## config.mk

```make
export PLATFORM = sky130hd
export DESIGN_NAME = json_string_unescape_utf8
export DESIGN_NICKNAME = d
export VERILOG_FILES = /design/src/rtl/jsu_pkg.sv /design/src/rtl/jsu_in_stage.sv /design/src/rtl/jsu_decode.sv /design/src/rtl/jsu_out_buf.sv /design/src/rtl/json_string_unescape_utf8.sv
export SDC_FILE = /design/constraint.sdc
export NUM_CORES = 1
export LEC_CHECK = 0
export BUFFER_PORTS_ARGS = -buffer_cell sky130_fd_sc_hd__buf_2
export CORE_MARGIN = 10
export CORE_UTILIZATION = 40
export CTS_BUF_LIST = sky130_fd_sc_hd__clkbuf_16
export DETAILED_ROUTE_END_ITERATION = 12
export PLACE_DENSITY = 0.58
export SLEW_MARGIN = 40
export SYNTH_ARGS = -nofsm -noshare
export SYNTH_HDL_FRONTEND = slang
export SYNTH_SLANG_ARGS = --single-unit
```

## constraint.sdc

```tcl
create_clock -name clk -period 6 [get_ports clk]
set_input_delay 0.3 -clock clk [delete_from_list [all_inputs] [get_ports clk]]
set_output_delay 0.3 -clock clk [all_outputs]
set_load 0.05 [all_outputs]
```

## src/rtl/jsu_pkg.sv

```systemverilog
// ---------------------------------------------------------------------------
// jsu_pkg
// Shared types, codes and helpers for the JSON string unescaper.
// ---------------------------------------------------------------------------
package jsu_pkg;

  // decoder phase
  typedef enum logic [2:0] {
    PH_IDLE = 3'd0,
    PH_STR  = 3'd1,
    PH_ESC  = 3'd2,
    PH_HEX  = 3'd3,
    PH_DONE = 3'd4
  } phase_t;

  // result kinds
  localparam logic [1:0] K_BYTE = 2'd0;
  localparam logic [1:0] K_DONE = 2'd1;
  localparam logic [1:0] K_ERR  = 2'd2;

  // error codes
  localparam logic [3:0] E_NONE      = 4'd0;
  localparam logic [3:0] E_QUOTE     = 4'd1;
  localparam logic [3:0] E_CTRL      = 4'd2;
  localparam logic [3:0] E_INC_ESC   = 4'd3;
  localparam logic [3:0] E_INC_HEX   = 4'd4;
  localparam logic [3:0] E_BAD_HEX   = 4'd5;
  localparam logic [3:0] E_SURROGATE = 4'd6;
  localparam logic [3:0] E_BAD_ESC   = 4'd7;
  localparam logic [3:0] E_UNTERM    = 4'd8;

  // input modes
  localparam logic MODE_DATA = 1'b0;
  localparam logic MODE_END  = 1'b1;

  // characters of interest
  localparam logic [7:0] CH_QUOTE = 8'h22;
  localparam logic [7:0] CH_BSL   = 8'h5C;
  localparam logic [7:0] CH_SLASH = 8'h2F;
  localparam logic [7:0] CH_SPACE = 8'h20;
  localparam logic [7:0] CH_TAB   = 8'h09;
  localparam logic [7:0] CH_CR    = 8'h0D;
  localparam logic [7:0] CH_LF    = 8'h0A;
  localparam logic [7:0] CH_FF    = 8'h0C;
  localparam logic [7:0] CH_BS    = 8'h08;
  localparam logic [7:0] CH_LO_B  = 8'h62;
  localparam logic [7:0] CH_LO_F  = 8'h66;
  localparam logic [7:0] CH_LO_N  = 8'h6E;
  localparam logic [7:0] CH_LO_R  = 8'h72;
  localparam logic [7:0] CH_LO_T  = 8'h74;
  localparam logic [7:0] CH_LO_U  = 8'h75;

  // one result item
  typedef struct packed {
    logic [1:0] kind;
    logic [7:0] value;
    logic [3:0] err;
    logic       last;
  } res_t;

  // everything one input item produces
  typedef struct packed {
    res_t [2:0] res;
    logic [1:0] cnt;
  } dec_out_t;

  // hex digit decode: bit 4 is the valid flag
  function automatic logic [4:0] hex_digit(input logic [7:0] b);
    logic [4:0] r;
    r = 5'd0;
    if (b >= 8'h30 && b <= 8'h39) begin
      r = {1'b1, 4'(b - 8'h30)};
    end else if (b >= 8'h61 && b <= 8'h66) begin
      r = {1'b1, 4'(b - 8'h57)};
    end else if (b >= 8'h41 && b <= 8'h46) begin
      r = {1'b1, 4'(b - 8'h37)};
    end
    return r;
  endfunction

  function automatic res_t mk_res(input logic [1:0] kind, input logic [7:0] value,
                                  input logic [3:0] err, input logic last);
    res_t r;
    r.kind  = kind;
    r.value = value;
    r.err   = err;
    r.last  = last;
    return r;
  endfunction

endpackage

```

## src/rtl/jsu_in_stage.sv

```systemverilog
// ---------------------------------------------------------------------------
// jsu_in_stage
// Input register: holds one accepted transaction until the decoder takes it.
// ---------------------------------------------------------------------------
module jsu_in_stage (
  input  logic       clk,
  input  logic       rst_n,
  input  logic       in_tvalid,
  output logic       in_tready,
  input  logic [7:0] in_tdata,
  input  logic       in_mode,
  input  logic       take,
  output logic       valid,
  output logic       mode,
  output logic [7:0] data
);

  logic       valid_r, valid_nxt;
  logic       mode_r;
  logic [7:0] data_r;
  logic       load;

  // free when empty or when the held item moves on this cycle
  assign in_tready = !valid_r || take;
  assign load      = in_tvalid && in_tready;

  always_comb begin
    valid_nxt = valid_r;
    if (load) begin
      valid_nxt = 1'b1;
    end else if (take) begin
      valid_nxt = 1'b0;
    end
  end

  always_ff @(posedge clk) begin
    if (!rst_n) begin
      valid_r <= 1'b0;
    end else begin
      valid_r <= valid_nxt;
    end
  end

  // payload
  always_ff @(posedge clk) begin
    if (load) begin
      mode_r <= in_mode;
      data_r <= in_tdata;
    end
  end

  assign valid = valid_r;
  assign mode  = mode_r;
  assign data  = data_r;

endmodule

```

## src/rtl/jsu_decode.sv

```systemverilog
// ---------------------------------------------------------------------------
// jsu_decode
// Unescape state machine: turns one byte into zero to three result items.
// ---------------------------------------------------------------------------
module jsu_decode
  import jsu_pkg::*;
(
  input  logic       clk,
  input  logic       rst_n,
  input  logic       en,
  input  logic       mode,
  input  logic [7:0] data,
  output dec_out_t   dout
);

  phase_t      phase_r, phase_nxt;
  logic [1:0]  hcnt_r, hcnt_nxt;
  logic [15:0] cp_r, cp_nxt;
  logic        bad_r, bad_nxt;

  logic [4:0]  dig;
  logic [15:0] cp_sh;
  logic        bad_sh;
  logic        surr;
  logic        is_ws;
  logic        esc_ok;
  logic [7:0]  esc_val;

  // shared decode terms
  assign dig    = hex_digit(data);
  assign cp_sh  = {cp_r[11:0], (dig[4] ? dig[3:0] : 4'd0)};
  assign bad_sh = bad_r || !dig[4];
  assign surr   = (cp_sh[15:11] == 5'b11011);
  assign is_ws  = (data == CH_SPACE) || (data == CH_TAB) ||
                  (data == CH_CR) || (data == CH_LF);

  // simple escape letters
  always_comb begin
    esc_ok  = 1'b1;
    esc_val = data;
    case (data)
      CH_QUOTE: esc_val = CH_QUOTE;
      CH_BSL:   esc_val = CH_BSL;
      CH_SLASH: esc_val = CH_SLASH;
      CH_LO_B:  esc_val = CH_BS;
      CH_LO_F:  esc_val = CH_FF;
      CH_LO_N:  esc_val = CH_LF;
      CH_LO_R:  esc_val = CH_CR;
      CH_LO_T:  esc_val = CH_TAB;
      default:  esc_ok  = 1'b0;
    endcase
  end

  // next state
  always_comb begin
    phase_nxt = phase_r;
    hcnt_nxt  = hcnt_r;
    cp_nxt    = cp_r;
    bad_nxt   = bad_r;
    if (mode == MODE_END) begin
      phase_nxt = PH_IDLE;
      hcnt_nxt  = 2'd0;
      cp_nxt    = 16'd0;
      bad_nxt   = 1'b0;
    end else begin
      unique case (phase_r)
        PH_IDLE: begin
          if (data == CH_QUOTE) begin
            phase_nxt = PH_STR;
          end else if (!is_ws) begin
            phase_nxt = PH_DONE;
          end
        end
        PH_STR: begin
          if (data == CH_QUOTE || data < CH_SPACE) begin
            phase_nxt = PH_DONE;
          end else if (data == CH_BSL) begin
            phase_nxt = PH_ESC;
          end
        end
        PH_ESC: begin
          if (data == CH_LO_U) begin
            phase_nxt = PH_HEX;
            hcnt_nxt  = 2'd0;
            cp_nxt    = 16'd0;
            bad_nxt   = 1'b0;
          end else if (esc_ok) begin
            phase_nxt = PH_STR;
          end else begin
            phase_nxt = PH_DONE;
          end
        end
        PH_HEX: begin
          if (hcnt_r != 2'd3) begin
            hcnt_nxt = hcnt_r + 2'd1;
            cp_nxt   = cp_sh;
            bad_nxt  = bad_sh;
          end else begin
            phase_nxt = (bad_sh || surr) ? PH_DONE : PH_STR;
            hcnt_nxt  = 2'd0;
            cp_nxt    = 16'd0;
            bad_nxt   = 1'b0;
          end
        end
        PH_DONE: phase_nxt = PH_DONE;
        default: phase_nxt = PH_DONE;
      endcase
    end
  end

  // result items
  always_comb begin
    dout.res[0] = mk_res(K_BYTE, 8'd0, E_NONE, 1'b1);
    dout.res[1] = mk_res(K_BYTE, 8'd0, E_NONE, 1'b0);
    dout.res[2] = mk_res(K_BYTE, 8'd0, E_NONE, 1'b0);
    dout.cnt    = 2'd0;
    if (mode == MODE_END) begin
      dout.cnt = (phase_r == PH_DONE) ? 2'd0 : 2'd1;
      unique case (phase_r)
        PH_IDLE: dout.res[0] = mk_res(K_ERR, 8'd0, E_QUOTE, 1'b1);
        PH_STR:  dout.res[0] = mk_res(K_ERR, 8'd0, E_UNTERM, 1'b1);
        PH_ESC:  dout.res[0] = mk_res(K_ERR, 8'd0, E_INC_ESC, 1'b1);
        PH_HEX:  dout.res[0] = mk_res(K_ERR, 8'd0, E_INC_HEX, 1'b1);
        default: dout.cnt    = 2'd0;
      endcase
    end else begin
      unique case (phase_r)
        PH_IDLE: begin
          if (data != CH_QUOTE && !is_ws) begin
            dout.cnt    = 2'd1;
            dout.res[0] = mk_res(K_ERR, 8'd0, E_QUOTE, 1'b1);
          end
        end
        PH_STR: begin
          dout.cnt = 2'd1;
          if (data == CH_QUOTE) begin
            dout.res[0] = mk_res(K_DONE, 8'd0, E_NONE, 1'b1);
          end else if (data < CH_SPACE) begin
            dout.res[0] = mk_res(K_ERR, 8'd0, E_CTRL, 1'b1);
          end else if (data == CH_BSL) begin
            dout.cnt = 2'd0;
          end else begin
            dout.res[0] = mk_res(K_BYTE, data, E_NONE, 1'b1);
          end
        end
        PH_ESC: begin
          if (data != CH_LO_U) begin
            dout.cnt = 2'd1;
            if (esc_ok) begin
              dout.res[0] = mk_res(K_BYTE, esc_val, E_NONE, 1'b1);
            end else begin
              dout.res[0] = mk_res(K_ERR, 8'd0, E_BAD_ESC, 1'b1);
            end
          end
        end
        PH_HEX: begin
          if (hcnt_r == 2'd3) begin
            if (bad_sh) begin
              dout.cnt    = 2'd1;
              dout.res[0] = mk_res(K_ERR, 8'd0, E_BAD_HEX, 1'b1);
            end else if (surr) begin
              dout.cnt    = 2'd1;
              dout.res[0] = mk_res(K_ERR, 8'd0, E_SURROGATE, 1'b1);
            end else if (cp_sh[15:7] == 9'd0) begin
              // one byte
              dout.cnt    = 2'd1;
              dout.res[0] = mk_res(K_BYTE, {1'b0, cp_sh[6:0]}, E_NONE, 1'b1);
            end else if (cp_sh[15:11] == 5'd0) begin
              // two bytes
              dout.cnt    = 2'd2;
              dout.res[0] = mk_res(K_BYTE, {3'b110, cp_sh[10:6]}, E_NONE, 1'b0);
              dout.res[1] = mk_res(K_BYTE, {2'b10, cp_sh[5:0]}, E_NONE, 1'b1);
            end else begin
              // three bytes
              dout.cnt    = 2'd3;
              dout.res[0] = mk_res(K_BYTE, {4'b1110, cp_sh[15:12]}, E_NONE, 1'b0);
              dout.res[1] = mk_res(K_BYTE, {2'b10, cp_sh[11:6]}, E_NONE, 1'b0);
              dout.res[2] = mk_res(K_BYTE, {2'b10, cp_sh[5:0]}, E_NONE, 1'b1);
            end
          end
        end
        default: dout.cnt = 2'd0;
      endcase
    end
  end

  // state registers
  always_ff @(posedge clk) begin
    if (!rst_n) begin
      phase_r <= PH_IDLE;
      hcnt_r  <= 2'd0;
      cp_r    <= 16'd0;
      bad_r   <= 1'b0;
    end else if (en) begin
      phase_r <= phase_nxt;
      hcnt_r  <= hcnt_nxt;
      cp_r    <= cp_nxt;
      bad_r   <= bad_nxt;
    end
  end

endmodule

```

## src/rtl/jsu_out_buf.sv

```systemverilog
// ---------------------------------------------------------------------------
// jsu_out_buf
// Result register: holds up to three result items and shifts them out.
// ---------------------------------------------------------------------------
module jsu_out_buf
  import jsu_pkg::*;
(
  input  logic        clk,
  input  logic        rst_n,
  input  logic        load,
  input  dec_out_t    din,
  output logic        room,
  output logic        out_tvalid,
  input  logic        out_tready,
  output logic [15:0] out_tdata,
  output logic [1:0]  out_tuser,
  output logic        out_tlast
);

  res_t [2:0] ent_r, ent_nxt;
  logic [1:0] rem_r, rem_nxt;
  logic       fire;

  assign fire = out_tvalid && out_tready;
  // new item may load once the last pending result leaves
  assign room = (rem_r == 2'd0) || (rem_r == 2'd1 && out_tready);

  always_comb begin
    ent_nxt = ent_r;
    rem_nxt = rem_r;
    if (load) begin
      ent_nxt = din.res;
      rem_nxt = din.cnt;
    end else if (fire) begin
      ent_nxt[0] = ent_r[1];
      ent_nxt[1] = ent_r[2];
      rem_nxt    = rem_r - 2'd1;
    end
  end

  always_ff @(posedge clk) begin
    if (!rst_n) begin
      rem_r <= 2'd0;
    end else begin
      rem_r <= rem_nxt;
    end
  end

  always_ff @(posedge clk) begin
    ent_r <= ent_nxt;
  end

  // head of the queue drives the port
  assign out_tvalid = (rem_r != 2'd0);
  assign out_tdata  = {4'd0, ent_r[0].err, ent_r[0].value};
  assign out_tuser  = ent_r[0].kind;
  assign out_tlast  = ent_r[0].last;

endmodule

```

## src/rtl/json_string_unescape_utf8.sv

```systemverilog
// Path: an accepted input is held in the input register, then decoded into the result register.
// Throughput: one input byte per cycle while the result register has room; an item giving n
// results holds the result register until all n have left (up to 3 for a \u escape with 3 UTF-8 bytes).
// Reset: synchronous, active low; clears the decoder phase to idle, the hex
// digit state, and both stage valid flags.
// ---------------------------------------------------------------------------
// json_string_unescape_utf8
// Streaming JSON string unescaper with UTF-8 encoding of \u escapes.
// ---------------------------------------------------------------------------
module json_string_unescape_utf8
  import jsu_pkg::*;
(
  input  logic        clk,
  input  logic        rst_n,
  input  logic        in_tvalid,
  output logic        in_tready,
  input  logic [7:0]  in_tdata,   // [7:0] data_byte
  input  logic [0:0]  in_tuser,   // [0] mode
  output logic        out_tvalid,
  input  logic        out_tready,
  output logic [15:0] out_tdata,  // [7:0] value, [11:8] error_code, [15:12] zero
  output logic [1:0]  out_tuser,  // [1:0] kind
  output logic        out_tlast
);

  logic       st_valid;
  logic       st_mode;
  logic [7:0] st_data;
  logic       room;
  logic       adv;
  dec_out_t   dout;

  // item moves through the decoder when the result register can take it
  assign adv = st_valid && room;

  jsu_in_stage u_in (
    .clk       (clk),
    .rst_n     (rst_n),
    .in_tvalid (in_tvalid),
    .in_tready (in_tready),
    .in_tdata  (in_tdata),
    .in_mode   (in_tuser[0]),
    .take      (adv),
    .valid     (st_valid),
    .mode      (st_mode),
    .data      (st_data)
  );

  jsu_decode u_dec (
    .clk   (clk),
    .rst_n (rst_n),
    .en    (adv),
    .mode  (st_mode),
    .data  (st_data),
    .dout  (dout)
  );

  jsu_out_buf u_out (
    .clk        (clk),
    .rst_n      (rst_n),
    .load       (adv),
    .din        (dout),
    .room       (room),
    .out_tvalid (out_tvalid),
    .out_tready (out_tready),
    .out_tdata  (out_tdata),
    .out_tuser  (out_tuser),
    .out_tlast  (out_tlast)
  );

endmodule

```

==> flow_summary.toml, run 1 <==
[run_status]
outcome = "complete, no violations"

[sta]
final_hold_viol_count = 0
setup_viol = 0
tightest_slew_ns = 0.819
period_minus_slack_ns = 2.82
rsz0062_at_grt = "false"
drv_slew = 0
max_freq_mhz = 355
slew_headroom_pct = 45.0
fin_skew_ns = 0.0103
tns_ns = 0
fin_crit_sh_pct = 47.0

[final_layout]
antenna_cells = 0
area_growth_syn_to_layout_pct = 12.0
final_layout_size_suffix_gt1_share_pct = 18.6
n_fill_cell = 838
nNetsFinal = 398

[clock_tree]
clkTransAtPathRegs_ns = 0.06
cts_resized = 0
cts_buffers = 9
cts_tree = "yes"
post_cts_buffers = 0
cts_sinks = 60
cts-root-buf = "clkbuf_16"
htreeDepth = 3
clkLatencyLatePin_ns = 0.33
clockBufferDepth = 2
cts_hold_buf = 0

[grt]
grt_max_degree = 25
globalRouteMet2Util_pct = 20.9
grt-busiest-layer = "met2"
antenna_found_initial = 0
grtUsageMet1_pct = 19.3
grt.overflow.total = 0
grt_use_met3_pct = 2.76
grt_pass1_vias = 2741
grt_pass1_wl_um = 14900
grt_use_total_pct = 14.2

[die]
die_area_mm2 = 0.0132
rows = 34
core_area_mm2 = 0.00876
die_h_um = 115
io_pins = 34
initial_core_util_pct = 41.2
die_w_um = 115

[synthesis]
synth_top_area_share_pct = 32.4
syn_inst = 366
synthFlopType = "edfxtp_1"
yosysWarnings = 0
synth_area_mm2 = 0.00361
synth_edf_count = 39
async_flop_share_pct = 0
synth_seq_area_share_pct = 44.1
yosysMostFrequentCell = "edfxtp_1"
synth_cell_type_count = 79
synth.avg_cell_area_um2 = 9.87
netlist_top_cells_count = "edfxtp_1, nand2_1, nor2_1, dfxtp_1, buf_4"
synth_top_area_cell = "edfxtp_1"
synth.area.top_cells = "edfxtp_1, dfxtp_1, buf_4, nand2_1, a22oi_1"
yosys_register_bits = 60

[worst_setup_path]
crit_arrival_ns = 3.04
critPathMaxFanout = 24
start_kind = "flop"
cp-end-kind = "flop"
required_ns = 6.22
slowest_stage = "clkinv_1"
crit_chain = "inv_1 > ha_1 > a21oi_1 > nand2b_1 > buf_4 > clkinv_1 > nand2_1 > o31ai_4 > mux2i_1 > and2_1"
max_stage_delay_ns = 0.57
crit_type = "reg2reg"

[run]
maxCapViolCount = 0

[pwr]
peakVddDrop_mv = 0.148
total_power_mw = 1.41
power_density_mw_per_mm2 = 349
power_leakage_nw = 1.44

[routing]
drc_errors = 0
drt_iter0_drc = 317
drt_wl_total_um = 9310
viasPerCell = 5.92
via_count = 2900
drtAntennaViolNets = 0
wl_per_cell_um = 19.0
dr.pass1.iters = 5

[placed_design]
io_buffers = 29
dp_hpwl_um = 6740
gp_congestion = 0.944

[worst_hold_path]
min_path_type = "in2reg"
## per-layer routing
layer | part of all wire, % | vias to the layer above
li1 | - | 1379
met1 | 46 | 1391
met2 | 44 | 110
met3 | 7.6 | 20
met4 | 2.8 | 0
met5 | 0 | -
## where the power goes
part           internal, mW  switching (mW)
clock                 0.365           0.194
sequential            0.512          0.0349
combinational        0.0786           0.228
total                 0.956           0.457
## cells by family (layout without fill, tap and decap cells)
kind of cell | after synthesis | after routing | synth area share (%)
adders and majority gates | 8 | 8 | 2.77
other | 1 | 4 | 0.104
DFF | 60 | 60 | 44.1
xor gates and xnor gates | 1 | 1 | 0.243
buffers and inverters | 48 | 61 | 7.31
and+or+nand+nor | 139 | 139 | 22.9
muxes | 5 | 5 | 1.39
AOI/OAI and AO/OA | 104 | 104 | 21.2
## final timing paths
check	cells past startpoint	slack [ns]	startpoint	end
hold reg to reg	2	0.46	u_dec.hcnt_r[1]	u_dec.hcnt_r[1]
hold / removal	1	0.14	in_tdata[5]	u_in.data[5]
setup reg to reg	10	3.18	u_out.rem_r[0]	u_dec.phase_r[1]
setup / recovery	10	3.18	u_out.rem_r[0]	u_dec.phase_r[1]
## stage by stage
stage          util, %  std cells  worst slack [ns]  hold slack [ns]  instance area (um^2)
3_3_place_gp      42.4        474              3.24            0.442                  3710
4_1_cts           46.2        490              3.17            0.136                  4050
3_5_place_dp      42.5        474              3.17            0.459                  3720
5_1_grt           46.2        490              2.90            0.136                  4050
2_1_floorplan        -        369              3.62            0.399                  3620
6_report          46.2        490              3.18            0.145                  4050
## layout by cell type, fill, tap and decap left out, types with 4 or more instances in the layout
cell and count:
nor2b_1 16, a22oi_1 16, nand3_1 9, clkbuf_16 9, o211ai_1 4, dfxtp_1 21
inv_1 11, conb_1 4, a21oi_1 15, ha_1 8, mux2i_1 5, edfxtp_1 39
nand2_1 33, and2_1 9, nor2_1 31, nor3_1 5, buf_2 29, a31oi_1 6
o21ai_0 8, o21ai_1 12
## final cells by class
cell class                 instances  area [um^2]  area share [%]
sequential                        60         1590            39.3
multi-input combinational        261         1780            44.1
clock buffer                       9          225            5.57
inverter                          14         52.6            1.30
clock inverter                     7         98.8            2.44
tap                              108          135            3.34
timing repair buffer              31          160            3.96
## flip-flops by register name (all words and copies together) (netlist names)
register and cells:
u_dec.bad_r 1, u_dec.cp_r 12, u_dec.hcnt_r 2, u_dec.phase_r 3, u_in.data 8, u_in.mode 1
u_in.valid 1, u_out.ent_r 15, u_out.out_tdata 12, u_out.out_tlast 1, u_out.out_tuser 2, u_out.rem_r 2
## critical path, delay by kind of cell (launching register included)
kind                       cells  cell delay (ns)
and+or+nand+nor                3             0.74
DFF                            1             0.35
AOI/OAI and AO/OA              2             0.34
muxes                          1             0.14
buffers and inverters          3             0.90
adders and majority gates      1             0.23
(Power assumes the default switching activity.)
==> inputs of run 2 (changes only) <==
--- a/config.mk
+++ b/config.mk
@@ -5,6 +5,7 @@
 export SDC_FILE = /design/constraint.sdc
 export NUM_CORES = 1
 export LEC_CHECK = 0
+export ABC_AREA = 1
 export BUFFER_PORTS_ARGS = -buffer_cell sky130_fd_sc_hd__buf_2
 export CORE_MARGIN = 10
 export CORE_UTILIZATION = 40
==> constraint.sdc (replaced) <==
create_clock -name clk -period 2.7 [get_ports clk]
set_input_delay 0.135 -clock clk [delete_from_list [all_inputs] [get_ports clk]]
set_output_delay 0.135 -clock clk [all_outputs]
set_load 0.05 [all_outputs]
==> run 2 against run 1 <==
Non-clock buffer count grew 10. Largest cell class is now sequential cells. Setup slack lost 2.8 ns. Critical endpoint is now u_out.out_tdata[3]. First-iteration DRC count shrank 10%. Highest routed layer unchanged. Cell count grew 22%.
==> flow_summary.toml, run 2 <==
[run_status]
outcome = "complete, no violations"

[pwr]
seqPwrFrac_pct = 39.0
total_power_mw = 3.40
p_comb_share_pct = 30.7
peakVddDrop_mv = 0.288
power_density_mw_per_mm2 = 841
p_sw_share_pct = 38.3
clkPwrFrac_pct = 30.4
p_int_mw = 2.10
power_leakage_nw = 1.66
p_sw_mw = 1.30

[final_layout]
final_cell_mix = "nand2_1, nor2_1, inv_1"
largest_register_ffs = 15
final_layout_size_suffix_gt1_share_pct = 14.6
area_growth_syn_to_layout_pct = 14.2
register_area_mm2 = 0.00159
n_fill_cell = 860
multiInputGateArea_mm2 = 0.00159
stdcell_count = 600
top_register = "u_out.ent_r"
final_common_cell = "nand2_1"
finalInstanceArea_mm2 = 0.00405
nNetsFinal = 508
antenna_cells = 0
fin_util_pct = 46.6

[die]
die_h_um = 114
rows = 34
die_area_mm2 = 0.0130
io_pins = 34
initial_core_util_pct = 40.8
core_area_mm2 = 0.00868
die_w_um = 114

[clock_tree]
post_cts_buffers = 0
clkLatencyLatePin_ns = 0.33
cts_sinks = 60
cts_tree = "yes"
clockBufferDepth = 2
clkTransAtPathRegs_ns = 0.05
cts-root-buf = "clkbuf_16"
cts_buffers = 9
htreeDepth = 3

[sta]
rsz0062_at_grt = "false"
tightest_slew_ns = 0.721
drv_slew = 0
tns_ns = 0
holdWs_ns = 0.106
fin_crit_sh_pct = 84.5
fin_skew_ns = 0.00460
slew_headroom_pct = 51.8
period_minus_slack_ns = 2.28
setup_ws_ns = 0.418
final_hold_viol_count = 0
max_freq_mhz = 438
setup_viol = 0

[synthesis]
async_flop_share_pct = 0
synth_seq_area_share_pct = 44.9
synthFlopType = "edfxtp_1"
yosysMostFrequentCell = "nand2_1"
synth.area.top_cells = "edfxtp_1, nand2_1, dfxtp_1, nor2_1, inv_1"
synth.avg_cell_area_um2 = 7.79
netlist_top_cells_count = "nand2_1, nor2_1, inv_1, edfxtp_1, nand3_1"
syn_inst = 455
synth_edf_count = 39
yosys_register_bits = 60
synth_top_area_cell = "edfxtp_1"
synth_top_area_share_pct = 33.1
synth_area_mm2 = 0.00354
synth_cell_type_count = 39
yosysWarnings = 0

[routing]
drt_iter0_drc = 285
wl_per_cell_um = 15.1
dr.pass1.iters = 6
drt_wl_total_um = 9040
drtAntennaViolNets = 0
viasPerCell = 5.12
via_count = 3071
drc_errors = 0

[worst_setup_path]
required_ns = 2.78
cp-end-kind = "flop"
crit_type = "reg2reg"
critPathMaxFanout = 7
crit_arrival_ns = 2.36
reg2regPathDepth = 12
start_kind = "flop"
reg2reg_from = "u_in.data[0]"
setup.worst_path.start = "u_in.data[0]"

[run]
maxCapViolCount = 0

[grt]
grt_pass1_vias = 3001
grt_max_degree = 18
grt_pass1_wl_um = 14800
grt_use_total_pct = 14.2
grt.overflow.total = 0
antenna_found_initial = 0

[worst_hold_path]
hold_start = "rst_n"
min_path_type = "in2reg"
hold_path_depth = 3

[placed_design]
placed_cell_area_mm2 = 0.00369
place_inst = 575
io_buffers = 29
gp_congestion = 0.910
pre_cts_ws_ns = 0.452
dp_hpwl_um = 7020
-- run 2: final timing paths --
check	endpoint	slack, ns
min reg2reg	u_dec.hcnt_r[0]	0.47
max	u_out.out_tdata[3]	0.42
max reg2reg	u_out.out_tdata[3]	0.42
min	u_dec.phase_r[2]	0.11
-- run 2: worst max-delay path, cell delays in order (launching register included) --
cell	delay, ns
edfxtp_1	0.51
inv_1	0.20
ha_1	0.27
nand2_1	0.09
inv_1	0.10
nand2_2	0.12
nand2_1	0.12
nor2_2	0.08
nand2_1	0.06
a21boi_0	0.22
o21ai_1	0.12
nand2_1	0.07
nand2_1	0.06
-- run 2: logic make-up (layout without fill, tap and decap cells) --
logic type	Yosys count	after routing	synth area share (%)
compound gates	66	66	10.5
fa+ha+maj	8	8	2.82
buf+inv	77	111	10.5
flops	60	60	44.9
other cells	1	4	0.106
simple gates	243	243	31.2
-- run 2: layout make-up --
type	instances	share of cell area (%)
clock inverter	7	1.05
multi-input combinational	321	39.3
clock buffer	9	5.57
tap	108	3.34
inverter	54	5.01
timing repair buffer	41	6.37
sequential	60	39.3
-- run 2: layer usage --
layer | share of wire, % | wire (um) | vias to the layer above | track usage [%]
li1 | - | - | 1547 | -
met1 | 45 | 4070 | 1411 | 17.4
met2 | 48 | 4320 | 99 | 23.1
met3 | 5.7 | 515 | 14 | 4.09
met4 | 1.4 | 128 | 0 | 5.10
met5 | 0 | 0 | - | 0
-- run 2: what timing repair did --
action,4_1_cts,5_1_grt
hold endpoints to repair,9,0
hold buffers,9,0
gates resized for setup,0,0
-- run 2: power by group through the flow --
stage | combinational, mW | sequential (mW) | clock [mW]
2_1_floorplan | 0.881 | 1.35 | 0
3_3_place_gp | 1.04 | 1.34 | 0
3_5_place_dp | 1.04 | 1.34 | 0
4_1_cts | 1.05 | 1.33 | 1.05
5_1_grt | 1.14 | 1.35 | 1.10
6_report | 1.04 | 1.33 | 1.03
==> inputs of run 3 (changes only) <==
--- a/config.mk
+++ b/config.mk
@@ -5,7 +5,7 @@
 export SDC_FILE = /design/constraint.sdc
 export NUM_CORES = 1
 export LEC_CHECK = 0
-export ABC_AREA = 1
+export ABC_AREA = 0
 export BUFFER_PORTS_ARGS = -buffer_cell sky130_fd_sc_hd__buf_2
 export CORE_MARGIN = 10
 export CORE_UTILIZATION = 40
==> constraint.sdc (replaced) <==
create_clock -name clk -period 2.35 [get_ports clk]
set_input_delay 0.1175 -clock clk [delete_from_list [all_inputs] [get_ports clk]]
set_output_delay 0.1175 -clock clk [all_outputs]
set_load 0.05 [all_outputs]
==> run 3 against run 2 <==
Critical path depth shrank 3. Sequential share of layout area fell by 3.8 points. Wire length up 5.0%. Clock skew is 0.0020 ns higher. Sequential power is essentially flat. Clock power up 29%. Cell area increased by 11%. Global-route usage is 0.40 points higher. Cell count is 10% lower. Non-clock buffer count up 38. Largest power group unchanged. Highest routed layer unchanged.
==> flow_summary.toml, run 3 (synthesis results as in run 1) <==
[clock_tree]
cts-root-buf = "clkbuf_16"
cts_tree = "yes"
clkLatencyLatePin_ns = 0.33
htreeDepth = 3
clockBufferDepth = 2
cts_sinks = 60
cts_buffers = 9
clkTransAtPathRegs_ns = 0.05

[final_layout]
stdcell_count = 538
antenna_cells = 0
final_cell_mix = "buf_4, edfxtp_1, nand2_1"
top_register = "u_out.ent_r"
area_growth_syn_to_layout_pct = 23.8
nNetsFinal = 446
largest_register_ffs = 15
final_common_cell = "buf_4"
n_fill_cell = 821
final_layout_size_suffix_gt1_share_pct = 27.7

[worst_hold_path]
min_path_type = "in2reg"

[grt]
grt_pass1_wl_um = 15400
grt_use_total_pct = 14.6
grt.overflow.total = 0
antenna_found_initial = 0
grt_pass1_vias = 2948
grt_max_degree = 25

[run]
maxCapViolCount = 0

[sta]
period_minus_slack_ns = 2.31
setup_ws_ns = 0.0450
final_hold_viol_count = 0
max_freq_mhz = 434
holdWs_ns = 0.0330
fin_skew_ns = 0.00665
rsz0062_at_grt = "true"
slew_headroom_pct = 54.7
fin_crit_sh_pct = 98.1
drv_slew = 0
setup_viol = 0
tightest_slew_ns = 0.674

[routing]
dr.pass1.iters = 4
via_count = 2984
drt_wl_total_um = 9490
wl_per_cell_um = 17.6
drtAntennaViolNets = 0
drt_iter0_drc = 234
viasPerCell = 5.55
drc_errors = 0

[worst_setup_path]
cpMostUsedCell = "buf_4"
max_stage_delay_ns = 0.38
required_ns = 2.43
critPathMaxFanout = 3
crit_arrival_ns = 2.38
crit_type = "reg2reg"
cp.buffers_inverters = 3
cp-end-kind = "flop"
start_kind = "flop"
crit_chain = "buf_4 > buf_4 > ha_1 > buf_4 > xor2_1 > a22o_1 > o32a_1 > a221oi_2 > o21ai_1"
critPathTopFamily = "compound AO/OA/AOI/OAI gates"
slowest_stage = "edfxtp_1"

[die]
rows = 34
io_pins = 34
core_area_mm2 = 0.00876
die_h_um = 115
initial_core_util_pct = 41.2
die_w_um = 115
die_area_mm2 = 0.0132

[pwr]
power_density_mw_per_mm2 = 807
peakVddDrop_mv = 0.409
power_leakage_nw = 1.68

[placed_design]
gp_congestion = 0.908
pre_cts_ws_ns = -0.120
place_inst = 508
dp_hpwl_um = 7210
io_buffers = 29

[run_status]
outcome = "complete, no violations"
==> run 3: worst reg2reg max path, cell delays in order, from the launching register on <==
cell and delay, ns:
edfxtp_1 0.38, buf_4 0.16, buf_4 0.12, ha_1 0.18, buf_4 0.14, xor2_1 0.14, a22o_1 0.22, o32a_1 0.32
a221oi_2 0.31, o21ai_1 0.09
==> run 3: what timing repair did <==
item                                    CTS  global route
setup buffers                             3             2
pin swaps                                 1             7
endpoints found under the hold margin     9             0
endpoints found under the setup margin    2            17
hold buffers                              9             0
gates resized for setup                   2            12
==> run 3: power breakdown <==
part	internal (mW)	leakage (nW)	switching [mW]
logic	0.277	0.981	0.637
registers	1.31	0.551	0.0564
clock network	0.825	0.150	0.510
total	2.41	1.68	1.20
==> run 3: final timing paths <==
| check | startpoint | end | slack (ns) | cells after the start |
|---|---|---|---|---|
| min | in_tvalid | u_in.valid | 0.03 | 3 |
| max reg2reg | u_in.data[1] | u_out.out_tdata[2] | 0.04 | 9 |
| min reg2reg | u_dec.hcnt_r[1] | u_dec.hcnt_r[1] | 0.46 | 2 |
| max | u_in.data[1] | u_out.out_tdata[2] | 0.04 | 9 |
==> run 3: layout make-up <==
| class | instances | area, um^2 | area share [%] |
|---|---|---|---|
| clock buffer | 9 | 225 | 5.03 |
| clock inverter | 7 | 75.1 | 1.68 |
| inverter | 14 | 52.6 | 1.17 |
| multi-input combinational | 261 | 1850 | 41.4 |
| sequential | 60 | 1590 | 35.6 |
| tap | 108 | 135 | 3.02 |
| timing repair buffer | 79 | 543 | 12.1 |
==> run 3: metrics by stage <==
| step | setup TNS [ns] | util (%) | cell area (um^2) | power [mW] |
|---|---|---|---|---|
| floorplan | 0 | - | 3640 | 2.09 |
| global placement | -0.131 | 45.4 | 3980 | 2.25 |
| detailed placement | -0.134 | 45.5 | 3990 | 2.26 |
| CTS | 0 | 50.3 | 4410 | 3.61 |
| global route | -0.0195 | 51.0 | 4470 | 3.76 |
| finish | 0 | 51.0 | 4470 | 3.61 |
==> run 3: routing by layer <==
metal	wire (um)	share of wire, %	vias up	global-route usage, %
met4	204	2.1	0	5.94
li1	-	-	1479	-
met5	0	0	-	0
met1	4390	46	1411	19.6
met2	4300	45	81	21.7
met3	598	6.3	13	3.75
